===== src/hdl/odf_pkg.sv =====
// Shared definitions for the obstacle-avoidance drive mode machine.
// Mode codes, configuration register indexes, reset values, speed constants
// and the structs passed between the top level and odf_core. No dependencies.
package odf_pkg;

    // Default widths handed to the top-level parameters
    localparam int ODF_TIME_BITS = 32;
    localparam int ODF_DIST_BITS = 8;

    localparam int MODE_W  = 6;
    localparam int SPEED_W = 8;
    localparam int CFG_IDX_W  = 3;
    localparam int CFG_DATA_W = 16;

    // Mode codes: even = entering an action, odd = action in progress
    localparam logic [MODE_W-1:0] MODE_WAIT_GO    = 6'd0;
    localparam logic [MODE_W-1:0] MODE_WAIT_RUN   = 6'd1;
    localparam logic [MODE_W-1:0] MODE_FWD_GO     = 6'd2;
    localparam logic [MODE_W-1:0] MODE_TURN_R_GO  = 6'd4;
    localparam logic [MODE_W-1:0] MODE_TURN_L_GO  = 6'd6;
    localparam logic [MODE_W-1:0] MODE_PIV_R_GO   = 6'd8;
    localparam logic [MODE_W-1:0] MODE_PIV_L_GO   = 6'd10;
    localparam logic [MODE_W-1:0] MODE_BACK_R_GO  = 6'd16;
    localparam logic [MODE_W-1:0] MODE_BACK_L_GO  = 6'd18;
    localparam logic [MODE_W-1:0] MODE_VEER_R_GO  = 6'd24;
    localparam logic [MODE_W-1:0] MODE_VEER_L_GO  = 6'd26;
    localparam logic [MODE_W-1:0] MODE_HARD_R_GO  = 6'd28;
    localparam logic [MODE_W-1:0] MODE_HARD_L_GO  = 6'd30;
    localparam logic [MODE_W-1:0] MODE_UTURN_GO   = 6'd32;
    localparam logic [MODE_W-1:0] MODE_UTURN_RUN  = 6'd33;

    // Configuration register indexes
    localparam logic [CFG_IDX_W-1:0] CFG_CENTER_STOP = 3'd0;
    localparam logic [CFG_IDX_W-1:0] CFG_SIDE_BACK   = 3'd1;
    localparam logic [CFG_IDX_W-1:0] CFG_SIDE_TURN   = 3'd2;
    localparam logic [CFG_IDX_W-1:0] CFG_SIDE_CLEAR  = 3'd3;
    localparam logic [CFG_IDX_W-1:0] CFG_CENTER_NEAR = 3'd4;
    localparam logic [CFG_IDX_W-1:0] CFG_START_DELAY = 3'd5;
    localparam logic [CFG_IDX_W-1:0] CFG_UTURN_TIME  = 3'd6;

    // Configuration reset values
    localparam logic [7:0]  RST_CENTER_STOP = 8'd15;
    localparam logic [7:0]  RST_SIDE_BACK   = 8'd25;
    localparam logic [7:0]  RST_SIDE_TURN   = 8'd30;
    localparam logic [7:0]  RST_SIDE_CLEAR  = 8'd20;
    localparam logic [7:0]  RST_CENTER_NEAR = 8'd35;
    localparam logic [15:0] RST_START_DELAY = 16'd1000;
    localparam logic [15:0] RST_UTURN_TIME  = 16'd500;

    // Speed set-points in percent
    localparam logic signed [SPEED_W-1:0] SPD_ZERO   = 8'sd0;
    localparam logic signed [SPEED_W-1:0] SPD_CRUISE = 8'sd25;
    localparam logic signed [SPEED_W-1:0] SPD_SLOW   = 8'sd15;
    localparam logic signed [SPEED_W-1:0] SPD_VEER   = 8'sd12;
    localparam logic signed [SPEED_W-1:0] SPD_PIVOT  = -8'sd15;
    localparam logic signed [SPEED_W-1:0] SPD_BACK   = -8'sd30;

    typedef struct packed {
        logic [7:0]  center_stop;
        logic [7:0]  side_back;
        logic [7:0]  side_turn;
        logic [7:0]  side_clear;
        logic [7:0]  center_near;
        logic [15:0] start_delay;
        logic [15:0] uturn_time;
    } cfg_t;

    typedef struct packed {
        logic [MODE_W-1:0]         mode;
        logic signed [SPEED_W-1:0] right_speed;
        logic signed [SPEED_W-1:0] left_speed;
    } res_t;

endpackage


===== src/hdl/odf_core.sv =====
// Mode machine state and next-state logic for the drive controller.
// Holds mode, time counter, U-turn start mark and set-points; uses odf_pkg.
module odf_core
    import odf_pkg::*;
#(
    parameter int TIME_BITS = ODF_TIME_BITS,
    parameter int DIST_BITS = ODF_DIST_BITS
) (
    input  logic                 aclk,
    input  logic                 aresetn,
    input  logic                 accept,
    input  logic                 action,
    input  logic [DIST_BITS-1:0] dist_center,
    input  logic [DIST_BITS-1:0] dist_left,
    input  logic [DIST_BITS-1:0] dist_right,
    input  logic [DIST_BITS-1:0] dist_left_outer,
    input  logic [DIST_BITS-1:0] dist_right_outer,
    input  cfg_t                 cfg,
    output res_t                 res_next
);

    logic [MODE_W-1:0]         mode_reg, mode_next;
    logic [TIME_BITS-1:0]      elapsed_reg, elapsed_next;
    logic [TIME_BITS-1:0]      start_reg, start_next;
    logic signed [SPEED_W-1:0] right_reg, right_next;
    logic signed [SPEED_W-1:0] left_reg, left_next;

    logic [DIST_BITS-1:0] thr_stop, thr_back, thr_turn, thr_clr, thr_near;
    logic [MODE_W-1:0]    choice;
    logic [TIME_BITS-1:0] uturn_age;

    assign thr_stop = DIST_BITS'(cfg.center_stop);
    assign thr_back = DIST_BITS'(cfg.side_back);
    assign thr_turn = DIST_BITS'(cfg.side_turn);
    assign thr_clr  = DIST_BITS'(cfg.side_clear);
    assign thr_near = DIST_BITS'(cfg.center_near);

    assign uturn_age = elapsed_reg - start_reg;

    // Prioritized obstacle rule
    always_comb begin
        if (dist_center < thr_stop) begin
            choice = MODE_UTURN_GO;
        end else if (dist_left < thr_back) begin
            choice = MODE_BACK_L_GO;
        end else if (dist_right < thr_back) begin
            choice = MODE_BACK_R_GO;
        end else if (dist_right < thr_turn && dist_left > thr_clr && dist_center > thr_clr) begin
            choice = MODE_TURN_R_GO;
        end else if (dist_left < thr_turn && dist_right > thr_clr && dist_center > thr_clr) begin
            choice = MODE_TURN_L_GO;
        end else if (dist_center < thr_near && dist_right > thr_clr && dist_left > thr_clr) begin
            choice = (dist_right > dist_left) ? MODE_HARD_R_GO : MODE_HARD_L_GO;
        end else if (dist_left_outer > thr_turn && dist_right_outer < thr_near) begin
            choice = MODE_VEER_R_GO;
        end else if (dist_right_outer > thr_turn && dist_left_outer < thr_near) begin
            choice = MODE_VEER_L_GO;
        end else if (dist_center < thr_near) begin
            choice = (dist_right > dist_left) ? MODE_PIV_L_GO : MODE_PIV_R_GO;
        end else begin
            choice = MODE_FWD_GO;
        end
    end

    always_comb begin
        mode_next    = mode_reg;
        elapsed_next = elapsed_reg;
        start_next   = start_reg;
        right_next   = right_reg;
        left_next    = left_reg;
        if (!action) begin
            elapsed_next = elapsed_reg + 1'b1;
        end else begin
            case (mode_reg)
                MODE_WAIT_GO: begin
                    // Counter restarts at zero, so the delay test cannot pass here
                    elapsed_next = '0;
                    right_next   = SPD_ZERO;
                    left_next    = SPD_ZERO;
                    mode_next    = MODE_WAIT_RUN;
                end
                MODE_WAIT_RUN: begin
                    if (elapsed_reg > TIME_BITS'(cfg.start_delay)) begin
                        mode_next = MODE_FWD_GO;
                    end
                end
                MODE_FWD_GO: begin
                    right_next = SPD_CRUISE; left_next = SPD_CRUISE;
                    mode_next  = mode_reg | 6'd1;
                end
                MODE_TURN_R_GO: begin
                    right_next = SPD_CRUISE; left_next = SPD_SLOW;
                    mode_next  = mode_reg | 6'd1;
                end
                MODE_TURN_L_GO: begin
                    right_next = SPD_SLOW; left_next = SPD_CRUISE;
                    mode_next  = mode_reg | 6'd1;
                end
                MODE_PIV_R_GO: begin
                    right_next = SPD_SLOW; left_next = SPD_PIVOT;
                    mode_next  = mode_reg | 6'd1;
                end
                MODE_PIV_L_GO: begin
                    right_next = SPD_PIVOT; left_next = SPD_SLOW;
                    mode_next  = mode_reg | 6'd1;
                end
                MODE_BACK_R_GO: begin
                    right_next = SPD_ZERO; left_next = SPD_BACK;
                    mode_next  = mode_reg | 6'd1;
                end
                MODE_BACK_L_GO: begin
                    right_next = SPD_BACK; left_next = SPD_ZERO;
                    mode_next  = mode_reg | 6'd1;
                end
                MODE_VEER_R_GO: begin
                    right_next = SPD_CRUISE; left_next = SPD_VEER;
                    mode_next  = mode_reg | 6'd1;
                end
                MODE_VEER_L_GO: begin
                    right_next = SPD_VEER; left_next = SPD_CRUISE;
                    mode_next  = mode_reg | 6'd1;
                end
                MODE_HARD_R_GO: begin
                    right_next = SPD_CRUISE; left_next = SPD_ZERO;
                    mode_next  = mode_reg | 6'd1;
                end
                MODE_HARD_L_GO: begin
                    right_next = SPD_ZERO; left_next = SPD_CRUISE;
                    mode_next  = mode_reg | 6'd1;
                end
                MODE_UTURN_GO: begin
                    right_next = SPD_SLOW; left_next = SPD_PIVOT;
                    start_next = elapsed_reg;
                    mode_next  = MODE_UTURN_RUN;
                end
                MODE_UTURN_RUN: begin
                    if (uturn_age > TIME_BITS'(cfg.uturn_time)) begin
                        mode_next = MODE_FWD_GO;
                    end
                end
                default: begin
                    // Odd modes below the U-turn re-run the rule; all else waits again
                    if (mode_reg[0] && mode_reg < MODE_UTURN_RUN) begin
                        if (choice != {mode_reg[MODE_W-1:1], 1'b0}) begin
                            mode_next = choice;
                        end
                    end else begin
                        mode_next = MODE_WAIT_GO;
                    end
                end
            endcase
        end
    end

    always_ff @(posedge aclk) begin
        if (!aresetn) begin
            mode_reg    <= MODE_WAIT_GO;
            elapsed_reg <= '0;
            start_reg   <= '0;
            right_reg   <= SPD_ZERO;
            left_reg    <= SPD_ZERO;
        end else if (accept) begin
            mode_reg    <= mode_next;
            elapsed_reg <= elapsed_next;
            start_reg   <= start_next;
            right_reg   <= right_next;
            left_reg    <= left_next;
        end
    end

    assign res_next.mode        = mode_next;
    assign res_next.right_speed = right_next;
    assign res_next.left_speed  = left_next;

    a_tick_keeps_mode: assert property (@(posedge aclk) disable iff (!aresetn)
        accept && !action |=> $stable(mode_reg) && $stable(right_reg))
        else $error("tick item changed mode or set-point");

    a_mode_in_range: assert property (@(posedge aclk) disable iff (!aresetn)
        mode_reg <= MODE_UTURN_RUN)
        else $error("mode register left the defined code range");

    a_uturn_marks_start: assert property (@(posedge aclk) disable iff (!aresetn)
        accept && action && mode_reg == MODE_UTURN_GO
        |=> mode_reg == MODE_UTURN_RUN && start_reg == $past(elapsed_reg))
        else $error("U-turn entry did not mark its start time");

endmodule


===== src/hdl/obstacle_avoid_drive_fsm.sv =====
// Top level of the two-wheel obstacle-avoidance drive mode machine.
// Holds the configuration registers and a two-entry result buffer around
// odf_core; uses odf_pkg.
//
// Use:
//   Input channel (s_*): one item per handshake. s_action = 0 is a time tick,
//   s_action = 1 runs one decision step on the five distance readings.
//   Result channel (m_*): exactly one item per input item, in order, giving
//   the mode after that item and both signed speed set-points.
//   Configuration channel (cfg_*): cfg_index selects a register, cfg_data
//   carries the value (8-bit thresholds take the low byte). Always ready.
//   Write it only while no item is in flight.
// Throughput: one item per cycle is sustained while m_ready stays high.
// Each result is registered in the output entry, or in the skid entry
// while the receiver stalls. The whole decision is one pass of
// compare-and-select logic between the state and result registers.
// Reset (aresetn low, synchronous): mode goes to waiting, time counter,
// U-turn mark and set-points clear, thresholds return to defaults, and the
// result buffer empties.
// Stall: while m_ready is low, one more item is taken into the skid entry;
// s_ready drops only when both result entries are full.
module obstacle_avoid_drive_fsm
    import odf_pkg::*;
#(
    parameter int TIME_BITS = ODF_TIME_BITS,
    parameter int DIST_BITS = ODF_DIST_BITS
) (
    input  logic                         aclk,
    input  logic                         aresetn,

    input  logic                         s_valid,
    output logic                         s_ready,
    input  logic                         s_action,
    input  logic [DIST_BITS-1:0]         s_dist_center,
    input  logic [DIST_BITS-1:0]         s_dist_left,
    input  logic [DIST_BITS-1:0]         s_dist_right,
    input  logic [DIST_BITS-1:0]         s_dist_left_outer,
    input  logic [DIST_BITS-1:0]         s_dist_right_outer,

    output logic                         m_valid,
    input  logic                         m_ready,
    output logic [MODE_W-1:0]            m_mode,
    output logic signed [SPEED_W-1:0]    m_right_speed,
    output logic signed [SPEED_W-1:0]    m_left_speed,

    input  logic                         cfg_valid,
    output logic                         cfg_ready,
    input  logic [CFG_IDX_W-1:0]         cfg_index,
    input  logic [CFG_DATA_W-1:0]        cfg_data
);

    cfg_t cfg_reg;
    res_t res_next;
    res_t out_reg, skid_reg;
    logic out_valid_reg, skid_valid_reg;
    logic s_accept, m_pop;

    assign cfg_ready = 1'b1;
    assign s_ready   = !skid_valid_reg;
    assign s_accept  = s_valid && s_ready;
    assign m_pop     = out_valid_reg && m_ready;

    // Configuration registers; unknown indexes are dropped
    always_ff @(posedge aclk) begin
        if (!aresetn) begin
            cfg_reg.center_stop <= RST_CENTER_STOP;
            cfg_reg.side_back   <= RST_SIDE_BACK;
            cfg_reg.side_turn   <= RST_SIDE_TURN;
            cfg_reg.side_clear  <= RST_SIDE_CLEAR;
            cfg_reg.center_near <= RST_CENTER_NEAR;
            cfg_reg.start_delay <= RST_START_DELAY;
            cfg_reg.uturn_time  <= RST_UTURN_TIME;
        end else if (cfg_valid && cfg_ready) begin
            case (cfg_index)
                CFG_CENTER_STOP: cfg_reg.center_stop <= cfg_data[7:0];
                CFG_SIDE_BACK:   cfg_reg.side_back   <= cfg_data[7:0];
                CFG_SIDE_TURN:   cfg_reg.side_turn   <= cfg_data[7:0];
                CFG_SIDE_CLEAR:  cfg_reg.side_clear  <= cfg_data[7:0];
                CFG_CENTER_NEAR: cfg_reg.center_near <= cfg_data[7:0];
                CFG_START_DELAY: cfg_reg.start_delay <= cfg_data;
                CFG_UTURN_TIME:  cfg_reg.uturn_time  <= cfg_data;
                default: ;
            endcase
        end
    end

    odf_core #(
        .TIME_BITS (TIME_BITS),
        .DIST_BITS (DIST_BITS)
    ) u_core (
        .aclk             (aclk),
        .aresetn          (aresetn),
        .accept           (s_accept),
        .action           (s_action),
        .dist_center      (s_dist_center),
        .dist_left        (s_dist_left),
        .dist_right       (s_dist_right),
        .dist_left_outer  (s_dist_left_outer),
        .dist_right_outer (s_dist_right_outer),
        .cfg              (cfg_reg),
        .res_next         (res_next)
    );

    // Result buffer: output entry plus one skid entry
    always_ff @(posedge aclk) begin
        if (!aresetn) begin
            out_valid_reg  <= 1'b0;
            skid_valid_reg <= 1'b0;
        end else begin
            if (m_pop) begin
                if (skid_valid_reg) begin
                    // advance the waiting item into the output entry
                    out_reg        <= skid_reg;
                    skid_valid_reg <= 1'b0;
                end else if (s_accept) begin
                    out_reg <= res_next;
                end else begin
                    out_valid_reg <= 1'b0;
                end
            end else if (s_accept) begin
                if (!out_valid_reg) begin
                    out_reg       <= res_next;
                    out_valid_reg <= 1'b1;
                end else begin
                    // hold the new item aside while the receiver stalls
                    skid_reg       <= res_next;
                    skid_valid_reg <= 1'b1;
                end
            end
        end
    end

    assign m_valid       = out_valid_reg;
    assign m_mode        = out_reg.mode;
    assign m_right_speed = out_reg.right_speed;
    assign m_left_speed  = out_reg.left_speed;

    a_skid_behind_out: assert property (@(posedge aclk) disable iff (!aresetn)
        skid_valid_reg |-> out_valid_reg)
        else $error("skid entry full while output entry empty");

    a_stall_fills_skid: assert property (@(posedge aclk) disable iff (!aresetn)
        s_accept && out_valid_reg && !m_ready |=> skid_valid_reg)
        else $error("item accepted during stall was not kept in skid entry");

    a_skid_holds: assert property (@(posedge aclk) disable iff (!aresetn)
        skid_valid_reg && !m_ready |=> skid_valid_reg && $stable(skid_reg))
        else $error("skid entry changed while receiver stalled");

endmodule

===== config.mk =====
export PLATFORM = sky130hd
export DESIGN_NAME = obstacle_avoid_drive_fsm
export DESIGN_NICKNAME = d
export VERILOG_FILES = /design/src/hdl/odf_pkg.sv /design/src/hdl/odf_core.sv /design/src/hdl/obstacle_avoid_drive_fsm.sv
export SDC_FILE = /design/constraint.sdc
export NUM_CORES = 1
export LEC_CHECK = 0
export ABC_AREA = 0
export BUFFER_PORTS_ARGS = -buffer_cell sky130_fd_sc_hd__buf_2
export CAP_MARGIN = 40
export CORE_MARGIN = 2
export CORE_UTILIZATION = 41
export CTS_BUF_LIST = sky130_fd_sc_hd__clkbuf_16
export DETAILED_ROUTE_END_ITERATION = 8
export HOLD_SLACK_MARGIN = 0.05
export PLACE_DENSITY = 0.7
export SLEW_MARGIN = 20
export SYNTH_ARGS = -nofsm -noshare
export SYNTH_HDL_FRONTEND = slang
export SYNTH_SLANG_ARGS = --single-unit
export TNS_END_PERCENT = 5

===== constraint.sdc =====
create_clock -name aclk -period 10.1 [get_ports aclk]
set_input_delay 0 -clock aclk [delete_from_list [all_inputs] [get_ports aclk]]
set_output_delay 0 -clock aclk [all_outputs]
set_load 0.01 [all_outputs]

==> impl_metrics.toml <==
[run_status]
status = "finished, final reports clean"

[floorplan]
die_area_um2 = 35200
die_w_um = 188
rows = 67
initial_utilization_pct = 41.4
fp.dieH_um = 188
ios = 90
core-area_um2 = 33400

[pwr]
pwr-share-seq_pct = 44.4
pwr-share-clk_pct = 42.7
ir_drop_mv = 0.107
internal_power_uw = 1440
p_comb_share_pct = 12.8
switching_share_pct = 26.0
leakage_uw = 0.00662
pwr_density_cell_nw_per_um2 = 124
power.switching_uw = 507

[worst_setup_path]
cp-start-kind = "flip-flop"
arrival_ps = 5460
slowest_delay_ps = 550
crit_path_max_fanout = 6
path_class = "reg -> reg"
crit_path_cell_trace = "inv_1 -> ha_1 -> fa_1 -> and2b_4 -> o211ai_4 -> a21o_1 -> o21a_4 -> o21ai_0 -> xor2_1 -> ha_1 -> a21oi_1 -> nand2_1 -> a211oi_1 -> a21oi_1 -> or4_1 -> nor4b_2 -> nand4_2 -> nor4_4 -> o31ai_2 -> a22o_1"
cp_slowest_cell = "or4_1"
critical_path.endpoint_type = "flip-flop"
startpoint = "u_core.elapsed_reg[0]"
r2r_start = "u_core.elapsed_reg[0]"
required_ps = 10360

[synthesis]
synth_edf_count = 44
synth.area.top_cells = "dfxtp_1 23%, ha_1 15%, edfxtp_1 9.6%"
synth_warnings = 0
synthArstFlopShare_pct = 0
yosysSeqAreaShare_pct = 32.7
netlist_instances = 1736
syn_nets = 1970
ys_ff_latch = 204
ys_types = 90
avgSynthCellArea_um2 = 7.97
synthFlopType = "dfxtp_1"
synth_top_area_share_pct = 23.2
synth_area_um2 = 13800
yosysTopAreaCell = "dfxtp_1"

[routing]
drt_first_iter_violations = 659
ant_nets = 0
vias_per_cell = 5.51
route.vias.total = 12617
drt-total-wl_um = 36200
first_pass_iters = 5
wire_per_inst_um = 15.8
drc = 0

[global_routing]
grt_pass1_vias = 12348
grt_max_degree = 63
overflow = 0
grt_pass1_wl_um = 61100
antenna_found_initial = 0
track_usage_pct = 20.5

[clocking]
cts_setup_buffers = 0
cts_max_level = 1
clockBufferDepth = 3
cts-buffers-inserted = 23
ctsResizeCount = 0
cts.sinks = 204
cts_tree = "built"
cts-root-buf = "clkbuf_16"
clock_latency_ps = 510
path_clk_slew_ps = 60

[placement]
numPortBuffers = 88
place.gp.congestion = 0.943
post-dp-hpwl_um = 27300
placed_cells = 2221

[sta]
worst_pin_slew_ps = 822
max-slew-margin-rel_pct = 44.7
fin_tns_setup_ps = 0
final_max_slew_viol_count = 0
max_freq_mhz = 192
finClkSkew_ps = 12.4
final.min_clock_period_ps = 5200
rsz0062_at_grt = "no"
hold_viol = 0
setup_violations = 0
period_share_pct = 51.5

[finish]
area_growth_pct = 13.5
final_cell_mix = "294 x nand2_1, 211 x a21oi_1, 168 x ha_1"
drive_gt1_share_pct = 9.89
fin_util_pct = 47.1
final_common_cell = "nand2_1"
nets = 2059
antennaDiodeCount = 0
layout.cells.non_filler = 2289
largest_reg_flops = 72

[worst_hold_path]
hold_class = "in -> reg"
min_from = "s_valid"

[job]
maxCapViolCount = 0
==> power groups by stage <==
stage / registers, uW / clock network (uW) / logic (uW)
after floorplan: 883 / 0 / 158
after global placement: 885 / 0 / 228
after detailed placement: 885 / 0 / 239
after CTS: 867 / 853 / 248
after global routing: 870 / 881 / 282
final: 868 / 834 / 250
==> worst max-delay path: cells and delay by family (launching register included) <==
family,cells,cell delay (ps)
buf+inv,1,100
xor+xnor,1,170
fa+ha+maj,3,910
simple gates,6,1710
flops,1,410
compound gates,9,1660
==> logic make-up (layout without fill, tap and decap cells) <==
family / count (synthesis) / after routing / share of synthesized area [%]
buffers and inverters: 198 / 303 / 5.66
other: 1 / 1 / 0.0271
and+or+nand+nor: 647 / 647 / 21.6
muxes: 17 / 17 / 1.32
AOI/OAI and AO/OA: 455 / 455 / 20.4
adders and majority gates: 169 / 169 / 15.3
DFF: 204 / 204 / 32.7
xor gates and xnor gates: 45 / 45 / 2.85
==> synth_stat cells, drive strengths merged, types with 7 or more instances <==
| library cell | instances |
|---|---|
| mux2 | 10 |
| nand2 | 295 |
| clkbuf | 54 |
| a211oi | 20 |
| o21a | 16 |
| or3 | 11 |
| xnor2 | 15 |
| dfxtp | 160 |
| mux2i | 7 |
| buf | 11 |
| nor2 | 130 |
| nand2b | 18 |
| a31oi | 8 |
| or2 | 7 |
| a21o | 12 |
| xor2 | 30 |
| edfxtp | 44 |
| nand4 | 39 |
| nor2b | 14 |
| a21oi | 215 |
| o211ai | 39 |
| nor3 | 28 |
| nor4 | 16 |
| inv | 133 |
| nand3 | 43 |
| o21ai | 68 |
| ha | 168 |
| o22ai | 7 |
| o31ai | 13 |
| and2 | 13 |
| and3 | 12 |
==> timing repair <==
item,in CTS,in global routing
endpoints found under the hold margin,75,33
setup endpoints to repair,0,0
hold buffers,24,1
==> path summary, 6_finish.rpt <==
check	to	slack, ps	cells past startpoint
worst max-delay path	m_mode[1]	4900	20
worst min-delay path	u_core.left_reg[3]	180	5
worst max register to register	m_mode[1]	4900	20
worst min register to register	u_core.start_reg[28]	450	2
==> per-stage QoR <==
stage               area, um2  power (uW)  worst slack, ps  hold WS, ps
floorplan               13800        1040             5400          100
global placement        14600        1110             5000          244
detailed placement      14700        1120             4910          255
CTS                     15700        1970             4910         64.6
global route            15700        2030             4530          197
finish                  15700        1950             4900          185
==> metal layers <==
metal / global-route usage, % / vias to the layer above / wire length, um
met4: 5.39 / 0 / 885
met5: 0 / - / 0
met1: 26.9 / 5914 / 16700
li1: - / 6357 / -
met2: 36.1 / 277 / 17200
met3: 2.10 / 69 / 1460
==> final cells by class <==
class                      count  area (um2)
sequential                   204        4520
clock buffer                  23         576
multi-input combinational   1334        8540
inverter                     133         499
tap                          448         561
clock inverter                18         168
timing repair buffer         129         831
fill                        3319       17700
(Power assumes the default switching activity.)
